[src/hdl/hff_pkg.sv]
package hff_pkg;

  localparam int VALUE_W = 64;
  localparam int FWIDTH_W = 7;
  localparam int NDIG_W = 4;
  localparam int CNT_W = 7;

  localparam logic [7:0] CH_SPACE = 8'h20;
  localparam logic [7:0] CH_ZERO = 8'h30;
  localparam logic [7:0] CH_X = 8'h78;

  localparam logic [7:0] HEX_LUT [16] = '{
    8'h30, 8'h31, 8'h32, 8'h33, 8'h34, 8'h35, 8'h36, 8'h37,
    8'h38, 8'h39, 8'h41, 8'h42, 8'h43, 8'h44, 8'h45, 8'h46
  };

  // Field segments in emission order; IDLE means no segment is active.
  typedef enum logic [2:0] {
    PH_IDLE  = 3'd0,
    PH_LEAD  = 3'd1,
    PH_PFX0  = 3'd2,
    PH_PFX1  = 3'd3,
    PH_ZERO  = 3'd4,
    PH_DIGIT = 3'd5,
    PH_TRAIL = 3'd6
  } hff_phase_t;

  // One classified field, as handed from the front to the back.
  typedef struct packed {
    logic [VALUE_W-1:0]  value;
    logic [NDIG_W-1:0]   ndig_m1;
    logic [FWIDTH_W-1:0] pad;
    logic                alt;
    logic                left;
    logic                zpad;
  } hff_item_t;

  // First segment that carries characters, strictly after segment 'after'.
  function automatic hff_phase_t next_used(hff_phase_t after, hff_item_t it);
    logic has_pad;
    has_pad = (it.pad != '0);
    if (after < PH_LEAD && has_pad && !it.left && !it.zpad) return PH_LEAD;
    if (after < PH_PFX0 && it.alt) return PH_PFX0;
    if (after < PH_PFX1 && it.alt) return PH_PFX1;
    if (after < PH_ZERO && has_pad && !it.left && it.zpad) return PH_ZERO;
    if (after < PH_DIGIT) return PH_DIGIT;
    if (after < PH_TRAIL && has_pad && it.left) return PH_TRAIL;
    return PH_IDLE;
  endfunction

  // Remaining characters after the first one of a segment.
  function automatic logic [CNT_W-1:0] seg_count(hff_phase_t ph, hff_item_t it);
    case (ph)
      PH_LEAD, PH_ZERO, PH_TRAIL: return it.pad - 7'd1;
      PH_DIGIT: return {3'b000, it.ndig_m1};
      default: return '0;
    endcase
  endfunction

endpackage

[src/hdl/hff_in_if.sv]
interface hff_in_if;
  logic        valid;
  logic        ready;
  logic [63:0] value;
  logic [6:0]  field_width;
  logic        alt_prefix;
  logic        left_justify;
  logic        zero_pad;

  modport source (
    output valid, value, field_width, alt_prefix, left_justify, zero_pad,
    input ready
  );
  modport sink (
    input valid, value, field_width, alt_prefix, left_justify, zero_pad,
    output ready
  );
endinterface

[src/hdl/hff_out_if.sv]
interface hff_out_if;
  logic       valid;
  logic       ready;
  logic [7:0] char_out;
  logic       last_char;

  modport source (output valid, char_out, last_char, input ready);
  modport sink (input valid, char_out, last_char, output ready);
endinterface

[src/hdl/hff_front.sv]
module hff_front #(
  parameter int MAX_WIDTH = 64
) (
  hff_in_if.sink            items,
  input  logic              q_ready,
  output logic              push,
  output hff_pkg::hff_item_t q_item
);

  logic [hff_pkg::NDIG_W-1:0]   ndig_m1;
  logic [4:0]                   natural_len;
  logic [hff_pkg::FWIDTH_W-1:0] width_sat;
  logic [hff_pkg::FWIDTH_W-1:0] nat_ext;

  // Highest nonzero nibble sets the digit count.
  always_comb begin
    ndig_m1 = '0;
    for (int k = 1; k < 16; k++) begin
      if (items.value[4*k +: 4] != 4'h0) ndig_m1 = 4'(k);
    end
  end

  always_comb begin
    natural_len = 5'({1'b0, ndig_m1}) + 5'd1 + (items.alt_prefix ? 5'd2 : 5'd0);
    nat_ext = {2'b00, natural_len};
    width_sat = (items.field_width > 7'(MAX_WIDTH)) ? 7'(MAX_WIDTH) : items.field_width;
  end

  always_comb begin
    q_item.value   = items.value;
    q_item.ndig_m1 = ndig_m1;
    q_item.pad     = (width_sat > nat_ext) ? width_sat - nat_ext : '0;
    q_item.alt     = items.alt_prefix;
    q_item.left    = items.left_justify;
    q_item.zpad    = items.zero_pad;
  end

  assign items.ready = q_ready;
  assign push = items.valid && q_ready;

endmodule

[src/hdl/hff_queue.sv]
module hff_queue (
  input  logic               clk,
  input  logic               rst,
  input  logic               push,
  input  hff_pkg::hff_item_t push_item,
  output logic               not_full,
  input  logic               pop,
  output logic               not_empty,
  output hff_pkg::hff_item_t head
);

  hff_pkg::hff_item_t slots [2];
  logic       wr_ptr;
  logic       rd_ptr;
  logic [1:0] count;

  assign not_full = (count != 2'd2);
  assign not_empty = (count != 2'd0);
  assign head = slots[rd_ptr];

  always_ff @(posedge clk) begin
    if (push) slots[wr_ptr] <= push_item;
  end

  always_ff @(posedge clk) begin
    if (rst) begin
      wr_ptr <= 1'b0;
      rd_ptr <= 1'b0;
      count  <= 2'd0;
    end else begin
      if (push) wr_ptr <= ~wr_ptr;
      if (pop) rd_ptr <= ~rd_ptr;
      count <= count + 2'(push) - 2'(pop);
    end
  end

endmodule

[src/hdl/hff_back.sv]
module hff_back (
  input  logic               clk,
  input  logic               rst,
  input  logic               q_valid,
  input  hff_pkg::hff_item_t q_item,
  output logic               pop,
  hff_out_if.source          chars
);

  hff_pkg::hff_phase_t       ph;
  hff_pkg::hff_phase_t       ph_next;
  hff_pkg::hff_phase_t       nxt_seg;
  hff_pkg::hff_item_t        cur;
  logic [hff_pkg::CNT_W-1:0] cnt;
  logic [hff_pkg::CNT_W-1:0] cnt_next;
  logic                      advance;
  logic                      step;
  logic                      seg_end;
  logic                      is_last;
  logic                      load;
  logic [7:0]                ch;
  logic                      o_valid;
  logic [7:0]                o_char;
  logic                      o_last;

  assign advance = !o_valid || chars.ready;
  assign step = advance && (ph != hff_pkg::PH_IDLE);

  // Next state: walk the segments, then pull the next field.
  always_comb begin
    seg_end = (ph == hff_pkg::PH_PFX0) || (ph == hff_pkg::PH_PFX1) || (cnt == '0);
    nxt_seg = hff_pkg::next_used(ph, cur);
    is_last = step && seg_end && (nxt_seg == hff_pkg::PH_IDLE);
    load = q_valid && ((ph == hff_pkg::PH_IDLE) || is_last);
    ph_next = ph;
    cnt_next = cnt;
    if (load) begin
      ph_next = hff_pkg::next_used(hff_pkg::PH_IDLE, q_item);
      cnt_next = hff_pkg::seg_count(ph_next, q_item);
    end else if (step && seg_end) begin
      ph_next = nxt_seg;
      cnt_next = hff_pkg::seg_count(nxt_seg, cur);
    end else if (step) begin
      cnt_next = cnt - 7'd1;
    end
  end

  // Outputs: character of the current segment.
  always_comb begin
    case (ph)
      hff_pkg::PH_PFX0, hff_pkg::PH_ZERO: ch = hff_pkg::CH_ZERO;
      hff_pkg::PH_PFX1: ch = hff_pkg::CH_X;
      hff_pkg::PH_DIGIT: ch = hff_pkg::HEX_LUT[cur.value[{cnt[3:0], 2'b00} +: 4]];
      default: ch = hff_pkg::CH_SPACE;
    endcase
  end

  assign pop = load;

  always_ff @(posedge clk) begin
    if (rst) begin
      ph <= hff_pkg::PH_IDLE;
      o_valid <= 1'b0;
    end else begin
      ph <= ph_next;
      if (step) o_valid <= 1'b1;
      else if (chars.ready) o_valid <= 1'b0;
    end
  end

  always_ff @(posedge clk) begin
    cnt <= cnt_next;
    if (load) cur <= q_item;
    if (step) begin
      o_char <= ch;
      o_last <= is_last;
    end
  end

  assign chars.valid = o_valid;
  assign chars.char_out = o_char;
  assign chars.last_char = o_last;

  a_digit_index: assert property (@(posedge clk) disable iff (rst)
    (ph == hff_pkg::PH_DIGIT) |-> (cnt[6:4] == 3'b000))
    else $error("digit index beyond the value");

  a_prefix_pair: assert property (@(posedge clk) disable iff (rst)
    (step && ph == hff_pkg::PH_PFX0) |=> (ph == hff_pkg::PH_PFX1))
    else $error("prefix broken after its first character");

  a_trail_entry: assert property (@(posedge clk) disable iff (rst)
    (ph == hff_pkg::PH_TRAIL && $past(ph) != hff_pkg::PH_TRAIL)
      |-> ($past(ph) == hff_pkg::PH_DIGIT))
    else $error("trailing spaces not preceded by digits");

  a_load_idle: assert property (@(posedge clk) disable iff (rst)
    (load && !is_last) |-> (ph == hff_pkg::PH_IDLE))
    else $error("field pulled while another is in progress");

endmodule

[src/hdl/hex_field_formatter_core.sv]
// An item passes through the queue and the back's segment state to the output register.
// One character per cycle while chars.ready is high; a field has at most 18 characters
//   without padding and at most MAX_WIDTH with it; fields follow with no gap between them.
// The front takes a new item as long as fewer than two classified fields wait in the queue.
// Reset (rst, synchronous, active high) empties the queue and the output register;
//   no field is kept across it.
module hex_field_formatter_core #(
  parameter int MAX_WIDTH = 64
) (
  input  logic       clk,
  input  logic       rst,
  hff_in_if.sink     items,
  hff_out_if.source  chars
);

  // Front: saturate the width, count digits, size the padding.
  hff_pkg::hff_item_t cls_item;
  hff_pkg::hff_item_t head;
  logic               push;
  logic               q_ready;
  logic               q_valid;
  logic               pop;

  hff_front #(.MAX_WIDTH(MAX_WIDTH)) u_front (
    .items  (items),
    .q_ready(q_ready),
    .push   (push),
    .q_item (cls_item)
  );

  // Queue: hold classified fields so that the front keeps taking transfers
  // while the back streams characters.
  hff_queue u_queue (
    .clk      (clk),
    .rst      (rst),
    .push     (push),
    .push_item(cls_item),
    .not_full (q_ready),
    .pop      (pop),
    .not_empty(q_valid),
    .head     (head)
  );

  // Back: advance through spaces, prefix, zeros, digits and trailing spaces,
  // one character per output transfer; drop into the next field on the last one.
  hff_back u_back (
    .clk    (clk),
    .rst    (rst),
    .q_valid(q_valid),
    .q_item (head),
    .pop    (pop),
    .chars  (chars)
  );

endmodule
[src/flat_wrapper.sv]
// flat-port wrapper written by rule: the top's interface ports become plain ports
module hex_field_formatter_core_flat 
#(
  parameter int MAX_WIDTH = 64
)
  (clk, rst, items_valid, items_value, items_field_width, items_alt_prefix, items_left_justify, items_zero_pad, items_ready, chars_valid, chars_char_out, chars_last_char, chars_ready);
  hff_in_if items_i ();
  hff_out_if chars_i ();
  input  logic clk;
  input  logic rst;
  input wire logic [$bits(items_i.valid)-1:0] items_valid;
  input wire logic [$bits(items_i.value)-1:0] items_value;
  input wire logic [$bits(items_i.field_width)-1:0] items_field_width;
  input wire logic [$bits(items_i.alt_prefix)-1:0] items_alt_prefix;
  input wire logic [$bits(items_i.left_justify)-1:0] items_left_justify;
  input wire logic [$bits(items_i.zero_pad)-1:0] items_zero_pad;
  output wire logic [$bits(items_i.ready)-1:0] items_ready;
  output wire logic [$bits(chars_i.valid)-1:0] chars_valid;
  output wire logic [$bits(chars_i.char_out)-1:0] chars_char_out;
  output wire logic [$bits(chars_i.last_char)-1:0] chars_last_char;
  input wire logic [$bits(chars_i.ready)-1:0] chars_ready;
  assign items_i.valid = items_valid;
  assign items_i.value = items_value;
  assign items_i.field_width = items_field_width;
  assign items_i.alt_prefix = items_alt_prefix;
  assign items_i.left_justify = items_left_justify;
  assign items_i.zero_pad = items_zero_pad;
  assign items_ready = items_i.ready;
  assign chars_valid = chars_i.valid;
  assign chars_char_out = chars_i.char_out;
  assign chars_last_char = chars_i.last_char;
  assign chars_i.ready = chars_ready;
  hex_field_formatter_core #(.MAX_WIDTH(MAX_WIDTH)) u_core (.clk(clk), .rst(rst), .items(items_i), .chars(chars_i));
endmodule
[config.mk]
export PLATFORM = sky130hd
export DESIGN_NAME = hex_field_formatter_core_flat
export DESIGN_NICKNAME = d
export VERILOG_FILES = /design/src/hdl/hff_pkg.sv /design/src/hdl/hff_in_if.sv /design/src/hdl/hff_out_if.sv /design/src/hdl/hff_front.sv /design/src/hdl/hff_queue.sv /design/src/hdl/hff_back.sv /design/src/hdl/hex_field_formatter_core.sv /design/src/flat_wrapper.sv
export SDC_FILE = /design/constraint.sdc
export NUM_CORES = 1
export LEC_CHECK = 0
export ABC_AREA = 1
export BUFFER_PORTS_ARGS = -buffer_cell sky130_fd_sc_hd__buf_2
export CAP_MARGIN = 25
export CORE_MARGIN = 5
export CORE_UTILIZATION = 50
export DETAILED_ROUTE_END_ITERATION = 7
export HOLD_SLACK_MARGIN = 0.1
export PLACE_DENSITY = 0.68
export SYNTH_ARGS = -nofsm -noshare
export SYNTH_HDL_FRONTEND = slang
export SYNTH_HIERARCHICAL = 1
export SYNTH_SLANG_ARGS = --single-unit
[constraint.sdc]
create_clock -name clk -period 8.3 [get_ports clk]
set_input_delay 0.415 -clock clk [delete_from_list [all_inputs] [get_ports clk]]
set_output_delay 0.415 -clock clk [all_outputs]
set_load 0.02 [all_outputs]
After elaboration in Yosys (flattened, before gate mapping)

Memories as Yosys holds them, arrays and structs flattened. A register that Yosys moved wholly into a read port is not among the register bits.
Cells that the tools add are included.

Magnitude comparators: 9
Reduce and logical (&&, ||, !) cells: 56
Muxes and demuxes: 105
Equal/unequal tests: 13
Shifts and indexed selects: 1
Add/sub/neg operators: 8
Bitwise operators: 3
Multiply operators: 0
Div/mod/pow operators: 0

Operator list:

| cell                                                  | number |
|---|---|
| two-way mux 3 bit                                     | 26 |
| variable part select 64 x 7 -> 4 bit                  | 1 |
| nonzero test 4 bit                                    | 15 |
| two-way mux 4 bit                                     | 14 |
| two-way mux 1 bit                                     | 53 |
| two-way mux 7 bit                                     | 5 |
| one-hot mux 7 bit (2 select lines)                    | 2 |
| equality test 3 bit (second input constant)           | 8 |
| one-hot mux 8 bit (3 select lines)                    | 1 |
| subtractor 7 x 1 -> 7 bit (second input constant)     | 3 |
| logical AND 1 bit                                     | 19 |
| two-way mux 8 bit                                     | 2 |
| nonzero test 7 bit                                    | 2 |
| < comparator 3 bit (second input constant)            | 3 |
| greater-than comparator 7 x 5 -> 1 bit                | 1 |
| greater-than comparator 7 bit (second input constant) | 1 |
| logical NOT 7 bit                                     | 1 |
| subtractor 7 x 5 -> 7 bit                             | 1 |
| equality test 3 x 1 -> 1 bit (second input constant)  | 2 |
| equality test 3 x 2 -> 1 bit (second input constant)  | 2 |
| logical NOT 3 bit                                     | 2 |
| < comparator 3 x 2 -> 1 bit (second input constant)   | 2 |
| nonzero test 2 bit                                    | 3 |
| nonzero test 3 bit                                    | 2 |
| other kinds (14)                                      | 24 |

ROM bits: 128
RAM bits: 156
Logic and storage cells: 211
Bits in latches: 0
Input bits: 78
Memories kept: 2
Flip-flop bits (word level): 102
Output and inout port bits: 11

Memories:

| memory               | words | bits a word | rd ports | clocked after Yosys merged registers in | wr ports | RTL line        | source |
|---|---|---|---|---|---|---|---|
| u_core.u_queue.slots | 2     | 78          | 1        | 1                                       | 1        | hff_queue.sv:12 | `hff_pkg::hff_item_t slots [2];` |
| (no name shown)      | 16    | 8           | 1        | 0                                       | 0        | hff_back.sv:53  | `hff_pkg::PH_DIGIT: ch = hff_pkg::HEX_LUT[cur.value[{cnt[3:0], 2'b00} +: 4]];` |

Longest topological paths before layout

Gate-level depths: netlist of run 1.

Depth after elaboration: 62
Gate-level depth with buffers: 31
Mapped depth without buffers: 31

By module

Netlist of run 1, hierarchy kept.

Modules (own cells, without submodules):

| module    | area each (sq um) | seq. area each (sq um) | times used | cells an instance |
|---|---|---|---|---|
| hff_queue | 5931.9            | 4784.6                 | 1          | 274 |
| hff_back  | 4722.0            | 2872.8                 | 1          | 453 |
| hff_front | 1232.4            | 0.0                    | 1          | 200 |

Least setup slack after synthesis of run 1

Ideal clock, no wire load.

Kind: input port to flip-flop
Start point: input items_valid
End point: memory u_core/u_queue/slots[0][0] (netlist name) (enable)
Path slack: 3.907 ns
Buffers on the path: 0
Required time: 7.783 ns
Library setup time: 0.517 ns
Stages: 4
Arrival: 3.876 ns
Cell sequence: nand2_1 > inv_1 > inv_1 > nor2_1

Longest elaborated chain between the ends: 3

Ends and longest elaborated chain:

| what                                    | RTL line                       | source |
|---|---|---|
| start: declaration                      | flat_wrapper.sv:11             | `input wire logic [$bits(items_i.valid)-1:0] items_valid;` |
| logical AND 1 bit                       | hff_front.sv:39                | `assign push = items.valid && q_ready;` |
| via u_core.push                         | hex_field_formatter_core.sv:19 | `logic push;` |
| two-way mux 1 bit                       | hff_queue.sv:22                | `if (push) slots[wr_ptr] <= push_item;` |
| two-way mux 1 bit (not written as such) | hff_queue.sv:22                |  |
| end: declaration                        | hff_queue.sv:12                |  |

The timed path passes the listed nets, and every way through them passes these cells.

==> results of run 1 <==
[state kept, by name, indices dropped and copies added (netlist names), named ones only]
register,cells
u_core/u_queue/wr_ptr,1
u_core/u_back/chars.valid,1
u_core/u_back/ph,3
u_core/u_queue/slots,156
u_core/u_back/cur,78
u_core/u_queue/rd_ptr,1
u_core/u_back/cnt,7
u_core/u_back/chars.last_char,1
u_core/u_back/chars.char_out,7
u_core/u_queue/count,2
[metal layers]
layer / track usage, % / vias up / part of all wire (%)
li1: - / 3359 / -
met1: 22.6 / 3306 / 44
met2: 28.8 / 165 / 50
met3: 2.16 / 36 / 4.4
met4: 4.27 / 0 / 2.4
met5: 0 / - / 0
[cells by family (layout without fill, tap and decap cells)]
group	after synthesis	after routing	share of synthesized area, %
xor gates and xnor gates	15	15	1.11
DFF	258	258	64.4
AOI/OAI and AO/OA	78	78	3.93
and+or+nand+nor	313	313	12.5
adders and majority gates	17	17	1.92
buffers and inverters	167	275	8.09
other	1	1	0.0315
muxes	78	78	8.02
[cells in the mapped netlist (2+ instances only)]
| master | instances |
|---|---|
| edfxtp_1 | 249 |
| nand2_1 | 137 |
| buf_4 | 75 |
| nor2_1 | 67 |
| inv_1 | 66 |
| mux2_2 | 58 |
| nand3_1 | 57 |
| o21ai_0 | 27 |
| a21oi_1 | 24 |
| mux2_4 | 20 |
| ha_1 | 15 |
| nor4_1 | 11 |
| xor2_1 | 11 |
| buf_2 | 10 |
| dfxtp_1 | 9 |
| o211ai_1 | 9 |
| inv_2 | 8 |
| o21ai_1 | 8 |
| nor3_1 | 7 |
| nand2_4 | 5 |
| nor2_2 | 5 |
| buf_6 | 4 |
| nand2_2 | 4 |
| xnor2_1 | 4 |
| a21oi_2 | 3 |
| a21oi_4 | 3 |
| nor2_4 | 3 |
| o21bai_1 | 3 |
| and2_1 | 2 |
| clkbuf_1 | 2 |
| fa_1 | 2 |
| nand3_4 | 2 |
| nand3b_1 | 2 |
| nor3b_1 | 2 |
| nor4_2 | 2 |
[stage by stage]
| stage | hold slack, ns | total power, uW |
|---|---|---|
| final | 0.115 | 4690 |
| after global routing | 0.101 | 4970 |
| after CTS | 0.101 | 4700 |
| after detailed placement | 0.530 | 3530 |
| after global placement | 0.495 | 3500 |
| after floorplan | 0.481 | 3180 |
[worst paths after layout]
check / start / to / slack [ns] / cells past startpoint
setup / recovery: items_value[8] / u_core/u_queue/slots[1][6]$_DFFE_PP_ / 3.97 / 33
setup reg to reg: u_core/u_back/cnt[1]$_DFFE_PP_ / u_core/u_back/cur[75]$_DFFE_PP_ / 4.99 / 8
hold / removal: items_value[34] / u_core/u_queue/slots[0][48]$_DFFE_PP_ / 0.12 / 1
hold reg to reg: u_core/u_queue/rd_ptr$_SDFFE_PP0P_ / flop / 0.53 / 2
[power by group through the flow]
stage	combinational [uW]	sequential [uW]	clock, uW
after floorplan	1130	2060	0
after global placement	1390	2100	0
after detailed placement	1420	2110	0
after CTS	1450	2090	1170
after global routing	1630	2120	1230
final	1460	2080	1140
[cell type report]
class | instances | area [um2] | area share, %
Timing Repair Buffer | 150 | 1110 | 8.15
Sequential cell | 258 | 7660 | 56.5
Clock inverter | 12 | 111 | 0.821
Tap cell | 319 | 399 | 2.94
Clock buffer | 38 | 737 | 5.43
Inverter | 75 | 282 | 2.07
Multi-Input combinational cell | 502 | 3270 | 24.1
==> qor.csv, run 1 <==
metric,value,unit
syn_nets,1022,
first-pass GRT wire length,35300,um
largest net degree at the start of global routing,83,
Reg power frac,44.4,%
GRT Overall Usage,16.7,%
ant diodes,0,
Core ar.,23500,um2
fin. max-slew vios,0,
startpoint type of the worst setup path,primary input,
"CP delay by family, top",simple AND/OR/NAND/NOR gates,
"Setup violations, final",0,
"most common cell after layout, fill and taps aside",edfxtp_1,
# rows,56,
Synth Flop Type,edfxtp_1,
worst stage delay on the critical path,0.54,ns
Crit path top cell by count,nand2_1,
root buffer cell,clkbuf_16,
1st-pass router iterations,5,
CTS tree,done,
detailed-route via count,6866,
die width,164,um
Die Area,27000,um2
DPL Wire Length,14500,um
Post-Route Setup TNS,0,ns
Final WS setup,3.97,ns
WP buf/inv,6,
layout cells sized above 1,24.5,%
final core utilization,57.8,%
Clock transition at path regs,0.06,ns
DRC,0,
status,finished clean,
Overflow after GRT,0,
routability cong.,0.850,
placed cell count,1248,
initial antenna violation count,0,
Max VDD drop,179,uV
routed wire length,22500,um
Slew HR,43.3,%
Internal Dissipation,3110,uW
Comb pwr share,31.2,%
Yosys top cell area share,62.9,%
filler cell count,1868,
Resized Gates After CTS,0,
Crit Path Max Fanout,6,
RSZ-0062 raised after global routing,false,
Lkg Pwr,0.00512,uW
die height,164,um
Clock power frac,24.4,%
"Arr. time, crit path",4.59,ns
buffers added on ports,87,
pre-CTS WS,4.06,ns
Net Sw Power,1570,uW
max-cap violations,0,
H-tree depth,1,
clock skew,0.0167,ns
number of global-route vias before repair,6843,
Worst-Margin Slew,0.851,ns
Avg Vias per Cell,5.07,
pwr dens,345,nW/um2
worst min-delay path category,primary input to flop,
clk_lat worst skew,0.52,ns
DR WL/cell,16.6,um
ranking of synthesized cells by area,"edfxtp_1 (63%), mux2_2 (5.5%), buf_4 (4.7%)",
Sw Share,33.6,%
postcts setup bufs,0,
leading area contributor after synthesis,edfxtp_1,
crit share post-route,52.1,%
sequential fraction of the synthesis area,64.4,%
final hold violation count,0,
"Hold-fix buffers, CTS",55,
Syn. warnings,6,
Post-synth EDFFs,249,
CP required,8.56,ns
synthesized cell area,11900,um2
Layout Cells excl Fill,1354,
final instance area,13600,um2
Clock Path Buffers,3,
number of nets in the layout,1109,
Mapped Cells,927,
DR iter-0 viols,497,
asr flop ratio synth,0,%
CP endpoint kind,flop,
Tmin final,4.33,ns
cts bufs inserted,27,
Layout area overhead,14.2,%
CP Class,primary input to flop,
Sink Count,258,
DP Area,12100,um2
syn avg cell area,12.8,um2
Initial Util,50.6,%
Peak Freq,231,MHz
most frequent cells in the layout,"edfxtp_1 (249), nand2_1 (137), buf_2 (87)",
Netlist cell types,46,
Yosys reg bits,258,
io pins,89,
"antenna viol nets, final",0,
slowest CP cell,dlygate4sd3_1,
No activity file was read; power rests on OpenSTA's default activity.
==> inputs of run 2 (changes only) <==
--- a/config.mk
+++ b/config.mk
@@ -12,7 +12,7 @@
 export CORE_UTILIZATION = 50
 export DETAILED_ROUTE_END_ITERATION = 7
 export HOLD_SLACK_MARGIN = 0.1
-export PLACE_DENSITY = 0.68
+export PLACE_DENSITY = 0.71
 export SYNTH_ARGS = -nofsm -noshare
 export SYNTH_HDL_FRONTEND = slang
 export SYNTH_HIERARCHICAL = 1
==> constraint.sdc (replaced) <==
create_clock -name clk -period 3.7 [get_ports clk]
set_input_delay 0.185 -clock clk [delete_from_list [all_inputs] [get_ports clk]]
set_output_delay 0.185 -clock clk [all_outputs]
set_load 0.02 [all_outputs]
==> run 2 against run 1 <==
  * Total power increased by 120%
  * Utilization increased by 2.5 points
  * Hold slack got worse by 0.027 ns
  * Global-route usage increased by 0.65 points
  * Flip-flop and latch count unchanged
  * Wire length increased by 2.5%
  * Die area unchanged
  * Largest power group unchanged
==> qor.csv, run 2 (synthesis gave the netlist of run 1 again) <==
metric,value,unit,change
Clock Path Buffers,3,,unchanged
most frequent cells in the layout,"edfxtp_1 (249), nand2_1 (130), dlygate4sd3_1 (66)",,
worst hold margin,0.0884,ns,-0.0267 ns
die width,164,um,unchanged
final hold violation count,0,,unchanged
cts bufs inserted,26,,-3.7%
"most common cell after layout, fill and taps aside",edfxtp_1,,
max-cap violations,0,,unchanged
largest net degree at the start of global routing,75,,-9.6%
Initial Util,50.6,%,unchanged
Slew HR,59.7,%,+16 points
initial antenna violation count,0,,unchanged
internal reg-to-reg setup slack,0.96,ns,-4.03 ns
"antenna viol nets, final",0,,unchanged
Crit Path Max Fanout,6,,unchanged
detailed-route via count,7088,,+3.2%
"Arr. time, crit path",3.80,ns,-0.79 ns
clock skew,0.00798,ns,-0.00869 ns
CP endpoint,u_core/u_queue/slots[1][7]$_DFFE_PP_,,
H-tree depth,1,,unchanged
number of global-route vias before repair,7345,,+7.3%
DR iter-0 viols,465,,-6.4%
buffers added on ports,87,,unchanged
startpoint type of the worst setup path,primary input,,
status,finished clean,,
Final WS setup,0.169,ns,-3.81 ns
number of nets in the layout,1153,,+4.0%
DRC,0,,unchanged
routed wire length,23100,um,+2.5%
Critical path origin,items_value[41],,
Worst-Margin Slew,0.604,ns,-0.247 ns
io pins,89,,unchanged
routability cong.,0.857,,+0.81%
filler cell count,1784,,-4.5%
fin. max-slew vios,0,,unchanged
root buffer cell,clkbuf_16,,
pre-CTS WS,-0.0199,ns,-4.08 ns
R2R Path Start,u_core/u_back/cnt[2]$_DFFE_PP_,,
layout cells sized above 1,27.9,%,+3.4 points
worst r2r path cells,9,,+1
crit share post-route,95.4,%,
Largest register FFs,156,,unchanged
Top reg by flops,u_core/u_queue/slots,,
1st-pass router iterations,5,,unchanged
ant diodes,0,,unchanged
Avg Vias per Cell,5.08,,+0.13%
worst min-delay path category,primary input to flop,,
CP endpoint kind,flop,,
Overflow after GRT,0,,unchanged
CTS tree,done,,
"Setup violations, final",0,,unchanged
pwr dens,741,nW/um2,+110%
Tmin final,3.53,ns,
Max VDD drop,483,uV,+170%
Layout area overhead,19.1,%,
Die Area,27000,um2,unchanged
Lkg Pwr,0.00550,uW,+7.5%
placed cell count,1284,,+2.9%
FF-to-FF End,u_core/u_back/chars.char_out[0]$_DFFE_PP_,,
clk_lat worst skew,0.53,ns,about the same
Clock transition at path regs,0.06,ns,about the same
Layout Cells excl Fill,1396,,+3.1%
first-pass GRT wire length,37200,um,+5.4%
Peak Freq,283,MHz,
die height,164,um,unchanged
CP required,3.97,ns,-4.59 ns
GRT Overall Usage,17.4,%,+0.65 points
# rows,56,,unchanged
DR WL/cell,16.6,um,-0.56%
Sink Count,258,,unchanged
DPL Wire Length,14900,um,+2.4%
Core ar.,23500,um2,unchanged
largest registers,"u_core/u_queue/slots: 156 flops, u_core/u_back/cur: 78 flops",,
CP Class,primary input to flop,,
run 2: worst min path at each step:
stage                              start                                    end  slack (ns)  depth (start not counted)
floorplan                            rst       u_core/u_back/ph[1]$_SDFFE_PP0P_        0.25                          1
global placement          items_value[3]  u_core/u_queue/slots[0][17]$_DFFE_PP_        0.37                          1
detailed placement        items_zero_pad   u_core/u_queue/slots[0][0]$_DFFE_PP_        0.38                          1
CTS                 items_field_width[6]   u_core/u_queue/slots[0][3]$_DFFE_PP_        0.14                          3
global route             items_value[22]  u_core/u_queue/slots[1][36]$_DFFE_PP_        0.11                          1
finish                   items_value[24]  u_core/u_queue/slots[0][38]$_DFFE_PP_        0.09                          2
run 2: per-layer routing:
metal  share of wire [%]  GRT usage (%)
met1                  42           22.6
met2                  51           30.9
met3                 4.4           2.31
met4                 2.5           4.46
met5                   0              0
run 2: what timing repair did:
action	4_1_cts	5_1_grt
resized for setup	0	53
hold buffers	70	14
endpoints found under the hold margin	143	28
setup buffers	0	7
endpoints found under the setup margin	0	14
run 2: stage by stage:
stage | setup TNS (ns) | util, % | instance area, um2 | power (uW)
4_1_cts | 0 | 59.3 | 13900 | 10500
6_report | 0 | 60.3 | 14200 | 10500
2_1_floorplan | 0 | - | 11900 | 7130
3_3_place_gp | 0 | 52.9 | 12400 | 7900
3_5_place_dp | -0.125 | 52.9 | 12400 | 7990
5_1_grt | -0.638 | 60.3 | 14200 | 11100
run 2: layout make-up:
cell class	instances	area (um2)	area share, %
multi-input cells	502	3400	24.0
clock inverters	19	150	1.06
flip-flops and latches	258	7660	54.1
well taps	319	399	2.82
inverters	75	282	1.99
clock buffers	28	658	4.65
repair buffers	195	1600	11.3
run 2: power breakdown:
part	leakage, uW	switching, uW	internal, uW
Sequential	0.00239	313	4290
Combinational	0.00270	2190	1210
Clock	0.000402	1050	1420
run 2: critical path, cell delays in order:
cell           delay (ns)
dlygate4sd3_1        0.53
buf_2                0.15
nor4_1               0.29
buf_4                0.18
nand2_1              0.05
nand2_1              0.06
nand2_1              0.05
nand2_1              0.05
nand2_1              0.05
nand2_2              0.07
inv_2                0.04
fa_2                 0.32
inv_2                0.07
xor2_1               0.14
ha_1                 0.25
a21oi_1              0.12
inv_1                0.06
a31oi_2              0.18
nor2_2               0.07
nor2_1               0.11
o21bai_1             0.11
or2_1                0.28
a21oi_4              0.28
nor3b_2              0.09
==> inputs of run 3 (changes only) <==
--- a/config.mk
+++ b/config.mk
@@ -9,10 +9,10 @@
 export BUFFER_PORTS_ARGS = -buffer_cell sky130_fd_sc_hd__buf_2
 export CAP_MARGIN = 25
 export CORE_MARGIN = 5
-export CORE_UTILIZATION = 50
+export CORE_UTILIZATION = 35
 export DETAILED_ROUTE_END_ITERATION = 7
 export HOLD_SLACK_MARGIN = 0.1
-export PLACE_DENSITY = 0.71
+export PLACE_DENSITY = 0.53
 export SYNTH_ARGS = -nofsm -noshare
 export SYNTH_HDL_FRONTEND = slang
 export SYNTH_HIERARCHICAL = 1
==> run 3 against run 2 <==
  * Clock power about the same
  * Die area up 40%
  * Critical path depth is 3 lower
  * Cell area increased by 1.9%
  * Flip-flop and latch count did not move
  * Total power is 1.2% higher
  * Via count is 1.5% lower
  * Setup slack improved by 0.056 ns
  * Maximum frequency increased by 1.6%
  * Sequential share of layout area down 1.0 points
==> qor.csv, run 3 (synthesis gave the netlist of run 1 again) <==
metric,value,unit,change
number of nets in the layout,1154,,+0.087%
number of global-route vias before repair,7233,,-1.5%
Comb pwr share,33.4,%,+0.9 points
Largest register FFs,156,,unchanged
Avg Vias per Cell,4.56,,-10%
Clock transition at path regs,0.06,ns,about the same
H-tree depth,1,,unchanged
worst stage delay on the critical path,0.53,ns,about the same
Internal Dissipation,6970,uW,+0.58%
Max VDD drop,480,uV,-0.73%
crit share post-route,93.9,%,-1.5 points
largest net degree at the start of global routing,75,,unchanged
max-cap violations,0,,unchanged
final instance area,14400,um2,+1.9%
startpoint type of the worst setup path,primary input,,
fin. max-slew vios,0,,unchanged
Critical path origin,items_value[53],,
DP Area,12600,um2,+1.9%
1st-pass router iterations,6,,+1
Die Area,37700,um2,+40%
# rows,67,,+20%
DPL Wire Length,16400,um,+10%
pwr dens,735,nW/um2,-0.71%
Clock Path Buffers,3,,unchanged
Layout area overhead,21.4,%,
"antenna viol nets, final",0,,unchanged
CP Class,primary input to flop,,
Sw Share,34.3,%,+0.39 points
largest registers,"u_core/u_queue/slots: 156 flops, u_core/u_back/cur: 78 flops",,
Sink Count,258,,unchanged
Peak Freq,288,MHz,+1.6%
CP endpoint kind,flop,,
cts bufs inserted,28,,+7.7%
final hold violation count,0,,unchanged
layout cells sized above 1,27.7,%,-0.29 points
io pins,89,,unchanged
Post-Route Setup TNS,0,ns,unchanged
routability cong.,0.776,,-9.5%
Tmin final,3.48,ns,-0.0560 ns
internal reg-to-reg setup slack,1.16,ns,+0.20 ns
"Setup violations, final",0,,unchanged
clock skew,0.0137,ns,+0.00568 ns
first-pass GRT wire length,39300,um,+5.5%
"most common cell after layout, fill and taps aside",edfxtp_1,,
worst min-delay path category,primary input to flop,,
GRT Overall Usage,12.9,%,-4.5 points
CP endpoint,u_core/u_queue/slots[1][7]$_DFFE_PP_,,
R2R Path Start,u_core/u_back/cnt[1]$_DFFE_PP_,,
Top reg by flops,u_core/u_queue/slots,,
worst r2r path cells,14,,+5
Reg power frac,43.0,%,-0.9 points
Clock power frac,23.7,%,about the same
DRC,0,,unchanged
"Arr. time, crit path",3.75,ns,-0.05 ns
root buffer cell,clkbuf_16,,
Initial Util,35.4,%,-15 points
DR iter-0 viols,280,,-40%
buffers added on ports,87,,unchanged
clk_lat worst skew,0.54,ns,about the same
die width,194,um,+18%
FF-to-FF End,u_core/u_queue/count[1]$_SDFF_PP0_,,
Slew HR,48.5,%,-11 points
Lkg Pwr,0.00558,uW,+1.5%
slowest CP cell,dlygate4sd3_1,,
initial antenna violation count,1,,+1
worst-path cell chain,dlygate4sd3_1 -> buf_2 -> nor4_4 -> buf_4 -> nand2_1 -> o21bai_1 -> nand2_1 -> inv_2 -> fa_2 -> inv_2 -> xor2_1 -> ha_1 -> a21oi_2 -> inv_1 -> a31oi_2 -> nor2_1 -> nor2_1 -> o21bai_1 -> or2_1 -> a21oi_4 -> nor3b_2,,
most frequent cells in the layout,"edfxtp_1 (249), nand2_1 (132), inv_1 (62)",,
Crit Path Max Fanout,6,,unchanged
die height,194,um,+18%
Worst-Margin Slew,0.773,ns,+0.168 ns
Core ar.,33500,um2,+43%
detailed-route via count,6983,,-1.5%
Overflow after GRT,0,,unchanged
status,finished clean,,
DR WL/cell,16.2,um,-1.9%
Net Sw Power,3640,uW,+2.4%
CTS tree,done,,
CP required,3.98,ns,about the same
routed wire length,24800,um,+7.5%
-- run 3: cell count changes in the layout (fill, tap and decap cells not counted), moves of 2 or more --
cell	change
nor4_1	-2
nor4_4	+6
buf_2	-5
and2_4	-2
buf_4	+4
clkbuf_16	+3
nand2_2	-2
clkbuf_1	+4
nand2_1	+2
nor4_2	-4
bufinv_16	-2
dlymetal6s4s_1	+8
dlygate4sd3_1	-8
-- run 3: how the worst min path moves through the flow --
stage	startpoint	end	slack, ns	depth (start not counted)
detailed placement	items_left_justify	u_core/u_queue/slots[1][1]$_DFFE_PP_	0.38	1
finish	items_value[32]	u_core/u_queue/slots[0][46]$_DFFE_PP_	0.06	1
global route	items_value[32]	u_core/u_queue/slots[0][46]$_DFFE_PP_	0.08	1
global placement	items_left_justify	u_core/u_queue/slots[0][1]$_DFFE_PP_	0.38	1
CTS	items_field_width[6]	u_core/u_queue/slots[0][5]$_DFFE_PP_	0.14	3
floorplan	rst	u_core/u_back/ph[1]$_SDFFE_PP0P_	0.25	1
-- run 3: cell type report --
| cell class | count | area (um2) |
|---|---|---|
| multi-input cells | 502 | 3460 |
| inverters | 75 | 283 |
| fillers | 3139 | 19100 |
| well taps | 448 | 561 |
| clock inverters | 17 | 81.3 |
| diodes | 1 | 2.50 |
| flip-flops and latches | 258 | 7660 |
| clock buffers | 35 | 748 |
| repair buffers | 194 | 1630 |
-- run 3: power groups by stage --
stage                     sequential (uW)  clock, uW  combinational, uW
after CTS                            4560       2590               3570
after global placement               4600          0               3490
final                                4560       2510               3540
after detailed placement             4620          0               3510
after global routing                 4630       2720               3950
after floorplan                      4600          0               2530
-- run 3: critical path, delay by kind of cell --
kind                     cells  cell delay [ns]
AO/OA/AOI/OAI                5             0.83
XOR/XNOR                     1             0.13
adder cells (fa/ha/maj)      2             0.62
buffers and inverters        6             1.01
AND/OR/NAND/NOR              7             0.96
-- run 3: timing repair --
| item | CTS | global route |
|---|---|---|
| hold buffers | 70 | 14 |
| setup buffers | 0 | 1 |
| setup endpoints to repair | 0 | 14 |
| resized for setup | 0 | 65 |
| endpoints found under the hold margin | 143 | 28 |
-- run 3: routing by layer --
layer	vias to the layer above	part of all wire (%)	track usage (%)
met5	-	0	0
li1	3457	-	-
met1	3361	47	17.9
met4	0	1.9	3.13
met3	37	4.1	2.24
met2	128	48	21.1
-- run 3: stage by stage --
stage	setup slack (ns)	hold slack, ns	total power (uW)	utilization [%]	cells
after floorplan	0.364	0.254	7130	-	927
after global routing	-0.0289	0.0793	11300	43.0	1530
final	0.225	0.0579	10600	43.0	1530
after global placement	-0.0657	0.377	8090	37.7	1423
after detailed placement	-0.0778	0.379	8120	37.7	1423
after CTS	0.0110	0.136	10700	42.3	1545
